`src/bole_pkg.sv`:
```
// Shared types and constants for the bounded ordered list engine.
// No dependencies; every other file in src uses it by scoped name.
package bole_pkg;

   localparam int CAPACITY_DEF = 64;
   localparam int VALUE_W      = 32;
   localparam int POS_W        = 6;
   localparam int LEN_W        = 7;

   typedef enum logic [2:0] {
      OP_INS_FRONT    = 3'd0,
      OP_APPEND       = 3'd1,
      OP_REMOVE_FIRST = 3'd2,
      OP_REMOVE_ALL   = 3'd3,
      OP_REMOVE_AT    = 3'd4,
      OP_READ_AT      = 3'd5,
      OP_READ_END     = 3'd6
   } op_type;

   typedef enum logic [1:0] {
      STAT_OK      = 2'd0,
      STAT_NOMATCH = 2'd1,
      STAT_RANGE   = 2'd2,
      STAT_FULL    = 2'd3
   } status_type;

   typedef enum logic [2:0] {
      S_IDLE,
      S_WALK,
      S_SHIFT,
      S_PUT,
      S_READ,
      S_DONE
   } state_type;

   typedef struct packed {
      op_type                     op;
      logic signed [VALUE_W-1:0]  item_value;
      logic        [POS_W-1:0]    position;
   } req_type;

   typedef struct packed {
      logic signed [VALUE_W-1:0]  read_value;
      status_type                 status;
      logic        [LEN_W-1:0]    list_length;
   } rsp_type;

endpackage

```
`src/bole_store.sv`:
```
// Entry store for the list engine: one write port, one read port, registered read data.
// Depends on bole_pkg for the value width.
module bole_store #(
   parameter int DEPTH = bole_pkg::CAPACITY_DEF
) (
   input  logic                                clock,
   input  logic                                wr_en,
   input  logic [$clog2(DEPTH)-1:0]            wr_addr,
   input  logic [bole_pkg::VALUE_W-1:0]        wr_data,
   input  logic [$clog2(DEPTH)-1:0]            rd_addr,
   output logic [bole_pkg::VALUE_W-1:0]        rd_data
);

   logic [bole_pkg::VALUE_W-1:0] store_mem [DEPTH];
   logic [bole_pkg::VALUE_W-1:0] rd_data_ff;

   // Write one entry, read one entry each cycle
   always_ff @(posedge clock) begin
      if (wr_en) begin
         store_mem[wr_addr] <= wr_data;
      end
      rd_data_ff <= store_mem[rd_addr];
   end

   assign rd_data = rd_data_ff;

endmodule

```
`src/bounded_ordered_list_engine.sv`:
```
// Top level of the bounded ordered list engine: sequencer and datapath round one entry store.
// Depends on bole_pkg and bole_store.
//
//   channel   ports                          direction  handshake
//   request   start, busy, req_payload       in         beat taken when start && !busy
//   response  rsp_valid, rsp_payload         out        one-cycle strobe, cannot be held off
//
// Each request beat gives one result strobe; removals and insert-at-front walk the
// stored entries one per cycle through the single read port and single write port of
// the store, which sets the length of an operation.
// Reset empties the list at once; stored entries are not cleared.
// busy stays high from the accepted beat until the result is strobed.
module bounded_ordered_list_engine #(
   parameter int CAPACITY = bole_pkg::CAPACITY_DEF
) (
   input  logic              clock,
   input  logic              reset,
   input  logic              start,
   output logic              busy,
   input  bole_pkg::req_type req_payload,
   output logic              rsp_valid,
   output bole_pkg::rsp_type rsp_payload
);

   localparam int AW = $clog2(CAPACITY);
   localparam int CW = $clog2(CAPACITY + 1);
   localparam int XW = CW + bole_pkg::POS_W;

   bole_pkg::state_type  state_ff, state_in;
   bole_pkg::op_type     op_ff, op_in;
   bole_pkg::status_type status_ff, status_in;
   logic [bole_pkg::VALUE_W-1:0] val_ff, val_in;
   logic [bole_pkg::POS_W-1:0]   pos_ff, pos_in;
   logic [CW-1:0] count_ff, count_in;
   logic [CW-1:0] rptr_ff, rptr_in;
   logic [CW-1:0] wptr_ff, wptr_in;
   logic [AW-1:0] pidx_ff, pidx_in;
   logic          pend_ff, pend_in;
   logic          hit_ff, hit_in;
   logic          rsp_valid_ff, rsp_valid_in;
   bole_pkg::rsp_type rsp_ff, rsp_in;

   logic                         mem_we;
   logic [AW-1:0]                mem_waddr;
   logic [bole_pkg::VALUE_W-1:0] mem_wdata;
   logic [AW-1:0]                mem_raddr;
   logic [bole_pkg::VALUE_W-1:0] mem_rdata;

   logic          accept;
   logic          is_full;
   logic          req_range;
   logic          issue_fwd;
   logic          issue_bwd;
   logic          is_compact;
   logic          is_read;
   logic          drop;
   logic [XW-1:0] from_end;
   logic [CW-1:0] new_count;

   bole_store #(
      .DEPTH (CAPACITY)
   ) u_store (
      .clock   (clock),
      .wr_en   (mem_we),
      .wr_addr (mem_waddr),
      .wr_data (mem_wdata),
      .rd_addr (mem_raddr),
      .rd_data (mem_rdata)
   );

   // Decode the request and the walk conditions
   assign busy       = (state_ff != bole_pkg::S_IDLE);
   assign accept     = start && !busy;
   assign is_full    = (count_ff == CW'(CAPACITY));
   assign req_range  = (XW'(req_payload.position) >= XW'(count_ff));
   assign issue_fwd  = (rptr_ff < count_ff);
   assign issue_bwd  = (rptr_ff != '0);
   assign is_compact = (op_ff == bole_pkg::OP_REMOVE_FIRST) ||
                       (op_ff == bole_pkg::OP_REMOVE_ALL) ||
                       (op_ff == bole_pkg::OP_REMOVE_AT);
   assign is_read    = (op_ff == bole_pkg::OP_READ_AT) || (op_ff == bole_pkg::OP_READ_END);
   assign from_end   = XW'(count_ff) - XW'(pos_ff) - XW'(1);
   assign new_count  = (is_compact && hit_ff) ? wptr_ff : count_ff;

   // Decide whether the entry just read leaves the list
   always_comb begin
      case (op_ff)
         bole_pkg::OP_REMOVE_FIRST: drop = (mem_rdata == val_ff) && !hit_ff;
         bole_pkg::OP_REMOVE_ALL:   drop = (mem_rdata == val_ff);
         bole_pkg::OP_REMOVE_AT:    drop = (XW'(pidx_ff) == XW'(pos_ff));
         default:                   drop = 1'b0;
      endcase
   end

   // Next state
   always_comb begin
      state_in = state_ff;
      case (state_ff)
         bole_pkg::S_IDLE: begin
            if (accept) begin
               case (req_payload.op)
                  bole_pkg::OP_INS_FRONT: begin
                     if (is_full) begin
                        state_in = bole_pkg::S_DONE;
                     end else if (count_ff != '0) begin
                        state_in = bole_pkg::S_SHIFT;
                     end else begin
                        state_in = bole_pkg::S_PUT;
                     end
                  end
                  bole_pkg::OP_APPEND:
                     state_in = is_full ? bole_pkg::S_DONE : bole_pkg::S_PUT;
                  bole_pkg::OP_REMOVE_FIRST, bole_pkg::OP_REMOVE_ALL:
                     state_in = (count_ff == '0) ? bole_pkg::S_DONE : bole_pkg::S_WALK;
                  bole_pkg::OP_REMOVE_AT:
                     state_in = req_range ? bole_pkg::S_DONE : bole_pkg::S_WALK;
                  bole_pkg::OP_READ_AT, bole_pkg::OP_READ_END:
                     state_in = req_range ? bole_pkg::S_DONE : bole_pkg::S_READ;
                  default:
                     state_in = bole_pkg::S_DONE;
               endcase
            end
         end
         bole_pkg::S_WALK: begin
            if (!issue_fwd) begin
               state_in = bole_pkg::S_DONE;
            end
         end
         bole_pkg::S_SHIFT: begin
            if (!issue_bwd) begin
               state_in = bole_pkg::S_PUT;
            end
         end
         bole_pkg::S_PUT:  state_in = bole_pkg::S_DONE;
         bole_pkg::S_READ: state_in = bole_pkg::S_DONE;
         bole_pkg::S_DONE: state_in = bole_pkg::S_IDLE;
         default:          state_in = bole_pkg::S_IDLE;
      endcase
   end

   // Datapath and store controls per state
   always_comb begin
      op_in        = op_ff;
      val_in       = val_ff;
      pos_in       = pos_ff;
      status_in    = status_ff;
      count_in     = count_ff;
      rptr_in      = rptr_ff;
      wptr_in      = wptr_ff;
      pidx_in      = pidx_ff;
      pend_in      = pend_ff;
      hit_in       = hit_ff;
      rsp_valid_in = 1'b0;
      rsp_in       = rsp_ff;
      mem_we       = 1'b0;
      mem_waddr    = '0;
      mem_wdata    = mem_rdata;
      mem_raddr    = '0;
      case (state_ff)
         bole_pkg::S_IDLE: begin
            // Capture the request beat and preset the walk
            if (accept) begin
               op_in   = req_payload.op;
               val_in  = req_payload.item_value;
               pos_in  = req_payload.position;
               wptr_in = '0;
               hit_in  = 1'b0;
               pend_in = 1'b0;
               rptr_in = (req_payload.op == bole_pkg::OP_INS_FRONT) ? count_ff : '0;
               case (req_payload.op)
                  bole_pkg::OP_INS_FRONT, bole_pkg::OP_APPEND:
                     status_in = is_full ? bole_pkg::STAT_FULL : bole_pkg::STAT_OK;
                  bole_pkg::OP_REMOVE_FIRST, bole_pkg::OP_REMOVE_ALL:
                     status_in = bole_pkg::STAT_NOMATCH;
                  bole_pkg::OP_REMOVE_AT, bole_pkg::OP_READ_AT, bole_pkg::OP_READ_END:
                     status_in = req_range ? bole_pkg::STAT_RANGE : bole_pkg::STAT_OK;
                  default:
                     status_in = bole_pkg::STAT_OK;
               endcase
            end
         end
         bole_pkg::S_WALK: begin
            // Read forward one entry a cycle; compact kept entries down to the write pointer
            mem_raddr = AW'(rptr_ff);
            pend_in   = issue_fwd;
            pidx_in   = AW'(rptr_ff);
            if (issue_fwd) begin
               rptr_in = rptr_ff + CW'(1);
            end
            if (pend_ff) begin
               if (drop) begin
                  hit_in = 1'b1;
               end else begin
                  mem_we    = 1'b1;
                  mem_waddr = AW'(wptr_ff);
                  mem_wdata = mem_rdata;
                  wptr_in   = wptr_ff + CW'(1);
               end
            end
         end
         bole_pkg::S_SHIFT: begin
            // Read backward from the tail; move each entry up by one place
            mem_raddr = AW'(rptr_ff - CW'(1));
            pend_in   = issue_bwd;
            pidx_in   = AW'(rptr_ff - CW'(1));
            if (issue_bwd) begin
               rptr_in = rptr_ff - CW'(1);
            end
            if (pend_ff) begin
               mem_we    = 1'b1;
               mem_waddr = pidx_ff + AW'(1);
               mem_wdata = mem_rdata;
            end
         end
         bole_pkg::S_PUT: begin
            // Store the new value at the head or the tail
            mem_we    = 1'b1;
            mem_waddr = (op_ff == bole_pkg::OP_INS_FRONT) ? '0 : AW'(count_ff);
            mem_wdata = val_ff;
            count_in  = count_ff + CW'(1);
         end
         bole_pkg::S_READ: begin
            mem_raddr = (op_ff == bole_pkg::OP_READ_END) ? AW'(from_end) : AW'(pos_ff);
         end
         bole_pkg::S_DONE: begin
            // Settle the length and strobe the result beat
            count_in               = new_count;
            rsp_valid_in           = 1'b1;
            rsp_in.read_value      = (is_read && (status_ff == bole_pkg::STAT_OK)) ?
                                     mem_rdata : '0;
            rsp_in.status          = (is_compact && hit_ff) ? bole_pkg::STAT_OK : status_ff;
            rsp_in.list_length     = bole_pkg::LEN_W'(new_count);
         end
         default: begin
            rsp_valid_in = 1'b0;
         end
      endcase
   end

   // Control registers
   always_ff @(posedge clock) begin
      if (reset) begin
         state_ff     <= bole_pkg::S_IDLE;
         count_ff     <= '0;
         pend_ff      <= 1'b0;
         hit_ff       <= 1'b0;
         rsp_valid_ff <= 1'b0;
      end else begin
         state_ff     <= state_in;
         count_ff     <= count_in;
         pend_ff      <= pend_in;
         hit_ff       <= hit_in;
         rsp_valid_ff <= rsp_valid_in;
      end
   end

   // Payload registers
   always_ff @(posedge clock) begin
      op_ff     <= op_in;
      val_ff    <= val_in;
      pos_ff    <= pos_in;
      status_ff <= status_in;
      rptr_ff   <= rptr_in;
      wptr_ff   <= wptr_in;
      pidx_ff   <= pidx_in;
      rsp_ff    <= rsp_in;
   end

   assign rsp_valid   = rsp_valid_ff;
   assign rsp_payload = rsp_ff;

endmodule

```
`config.mk`:
```
export PLATFORM = sky130hd
export DESIGN_NAME = bounded_ordered_list_engine
export DESIGN_NICKNAME = d
export VERILOG_FILES = /design/src/bole_pkg.sv /design/src/bole_store.sv /design/src/bounded_ordered_list_engine.sv
export SDC_FILE = /design/constraint.sdc
export NUM_CORES = 2
export LEC_CHECK = 0
export BUFFER_PORTS_ARGS = -buffer_cell sky130_fd_sc_hd__buf_2
export CAP_MARGIN = 10
export CORE_MARGIN = 3
export CORE_UTILIZATION = 60
export CTS_CLUSTER_SIZE = 24
export DETAILED_ROUTE_END_ITERATION = 10
export PLACE_DENSITY = 0.76
export SLEW_MARGIN = 40
export SYNTH_ARGS = -nofsm -noshare
export SYNTH_HDL_FRONTEND = slang
export SYNTH_SLANG_ARGS = --single-unit
```
`constraint.sdc`:
```
create_clock -name clock -period 15 [get_ports clock]
set_input_delay 0 -clock clock [delete_from_list [all_inputs] [get_ports clock]]
set_output_delay 0 -clock clock [all_outputs]
set_load 0.01 [all_outputs]
```
==> impl_metrics.json <==
{
  "pwr-share-clk_pct": 26.9,
  "netSwitchingFraction_pct": 36.0,
  "outcome": "complete, no violations",
  "ys.flop_type": "edfxtp_1",
  "skew_ns": 0.0443,
  "rows": 137,
  "final_max_slew_viol_count": 0,
  "layout-area-overhead-vs-synth_pct": 13.4,
  "period_share_pct": 42.3,
  "fp.dieW_microns": 381,
  "path_common_cell": "o22ai_1",
  "die_area_sq_um": 145000,
  "synth_area_sq_um": 84600,
  "ys_ff_latch": 2197,
  "yosys.area.top_type_share_pct": 76.4,
  "fin_util_pct": 68.7,
  "grt_pass1_vias": 53645,
  "cts_buffers": 201,
  "firstDrtPassIters": 9,
  "fillers": 8686,
  "setup.worst_path.start_class": "flop",
  "drc": 0,
  "pwr-share-seq_pct": 43.2,
  "synth_nets": 5904,
  "synth_most_common_cell": "edfxtp_1",
  "cp_num_buf_inv": 4,
  "p_int_mw": 11.9,
  "clk_pin_slew_ns": 0.06,
  "grt_overflow": 0,
  "yosysWarnings": 0,
  "critPathLaunch": "state_ff[0]",
  "clk_latency_ns": 0.84,
  "slowest_stage": "dfxtp_1",
  "crit_type": "flop to flop",
  "chipHeight_microns": 381,
  "layout-drive-gt1-share_pct": 12.8,
  "routedWlPerCell_microns": 30.7,
  "r2r_cells": 15,
  "start_util_pct": 60.5,
  "top_usage_layer": "met2",
  "hold_violations": 0,
  "setup_slack_ns": 8.65,
  "viasPerCell": 6.87,
  "synth_cells": 5834,
  "routabilityCongestion": 0.886,
  "required_ns": 15.74,
  "preCtsSetupSlack_ns": 8.63,
  "use_met3_pct": 8.33,
  "clockBufferDepth": 3,
  "cts_tree": "yes",
  "r2r-end": "u_store.rd_data[25]",
  "crit_arrival_ns": 7.09,
  "cts.repair.resized": 0,
  "power_density_nw_per_um2": 194,
  "synth_commonest_cells": "2152 x edfxtp_1, 1155 x nand2_1, 773 x o22ai_1",
  "setup_violations": 0,
  "synth_top_area_cell": "edfxtp_1",
  "r2r-start": "state_ff[0]",
  "combPwrFrac_pct": 30.0,
  "rsz0062_at_grt": "no",
  "fin_crit_ns": 6.35,
  "maxCapViolations": 0,
  "met2_usage_pct": 51.8,
  "fmax_mhz": 158,
  "grt_pass1_wl_mm": 354,
  "whs_ns": 0.0692,
  "cp.depth": 15,
  "ys_seq_area_share_pct": 77.5,
  "slew_headroom_pct": 36.5,
  "cts_max_level": 4,
  "antenna_left": 0,
  "worstPathCellList": "nor2_2, nand2_1, inv_2, ha_1, or2_2, a22oi_1, o211a_4, buf_12, buf_6, buf_4, o22ai_1, o22ai_1, nor4_1, or4_1, nor4_2",
  "grt_max_degree": 166,
  "switching_power_mw": 6.70,
  "synthArstFlopShare_pct": 0,
  "portBuffers": 86,
  "cp_top_family": "buffers and inverters",
  "worst_pin_slew_ns": 0.945,
  "synth_edf_count": 2152,
  "hold_path_depth": 3,
  "cts-root-buf": "clkbuf_16",
  "cts.repair_timing.setup_buffer_count": 0,
  "vias": 55271,
  "grtUsageTotal_pct": 33.3,
  "hold_buffers": 81,
  "met1_usage_pct": 42.9,
  "cts_sinks": 2197,
  "synth.distinct_cells": 78,
  "vdd_drop_max_mv": 0.192,
  "hp-class": "input pin to flop",
  "wirelength_mm": 247,
  "cp-endpoint": "u_store.rd_data[25]",
  "fin_total_pwr_mw": 18.6,
  "end_kind": "flop",
  "antenna_found_initial": 10,
  "critPathMaxStageDelay_ns": 0.72,
  "cellLeakagePower_nw": 30.9,
  "r2r_setup_slack_ns": 8.65,
  "tns_ns": 0,
  "nNetsFinal": 6062,
  "core_sq_um": 140000,
  "syn_avg_cell_area_sq_um": 14.5,
  "crit_fanout": 165,
  "pin_count": 87,
  "hpwl_mm": 129,
  "synthTopCellsByArea": "edfxtp_1 76%, o22ai_1 5.7%, nand2_1 5.1%",
  "drt_iter0_drc": 9688
}
[worst min-delay path by stage]
stage / slack (ns) / startpoint / to
detailed placement: 0.18 / req_payload[26] / val_ff[20]
global placement: 0.18 / req_payload[27] / val_ff[21]
CTS: 0.03 / reset / count_ff[5]
finish: 0.07 / reset / count_ff[3]
global route: 0.09 / reset / pend_ff
floorplan: 0.09 / reset / state_ff[1]
[sequential cells by signal (all words and copies together) (netlist names)]
| signal | count |
|---|---|
| u_store.store_mem | 2048 |
| rptr_ff | 7 |
| hit_ff | 1 |
| pos_ff | 6 |
| state_ff | 3 |
| pend_ff | 1 |
| val_ff | 32 |
| op_ff | 3 |
| pidx_ff | 6 |
| rsp_valid | 1 |
| status_ff | 2 |
| u_store.rd_data | 32 |
| count_ff | 7 |
| wptr_ff | 7 |
| rsp_payload | 41 |
[layout make-up]
class                   instances  area, sq um  area share, %
well taps                    1876         2350           2.45
repair buffers                357         3100           3.23
flip-flops and latches       2197        65500           68.3
clock inverters                89          826          0.861
clock buffers                 282         5580           5.82
multi-input cells            3214        18500           19.2
diodes                          4         10.0         0.0104
inverters                      21         78.8         0.0822
[cell usage in the layout (no fill, tap or decap), types with 61 or more instances in the layout]
master	count
o22ai_1	773
clkbuf_16	205
nor2_4	63
buf_2	87
nor4_1	147
dlygate4sd3_1	81
or4_1	65
clkbuf_1	61
nor4_2	77
a21oi_1	525
edfxtp_1	2152
nand2_1	1120
buf_4	154
[logic make-up after synthesis]
kind of cell | synth area share, %
adder cells (fa/ha/maj) | 0.394
XOR/XNOR | 0.632
multiplexers | 0.201
AND/OR/NAND/NOR | 9.20
flip-flops | 77.5
AO/OA/AOI/OAI | 9.95
buffers and inverters | 2.14
[per-stage QoR]
step,area [sq um],std cells
2_1_floorplan,84600,5834
3_3_place_gp,87800,7557
3_5_place_dp,88600,7583
4_1_cts,95800,8035
5_1_grt,95900,8036
6_report,95900,8040
[worst register-to-register path: cells and delay by family, from the launching register on]
kind            cells  cell delay (ns)
compound gates      4             1.46
fa+ha+maj           1             0.27
simple gates        6             1.57
flops               1             0.72
buf+inv             4             2.23
[power by group through the flow]
stage | Combinational, mW | Sequential, mW | Clock [mW]
floorplan | 3.07 | 8.05 | 0
global placement | 5.07 | 8.14 | 0
detailed placement | 5.29 | 8.15 | 0
CTS | 5.35 | 8.02 | 5.00
global route | 5.79 | 8.03 | 5.25
finish | 5.58 | 8.04 | 5.00
[metal layers]
layer,up-vias,part of all wire [%]
met2,4448,47
li1,22925,-
met5,-,0.031
met1,27098,34
met3,788,13
met4,12,6.4
Note: power is estimated with default switching activity, not from simulation.
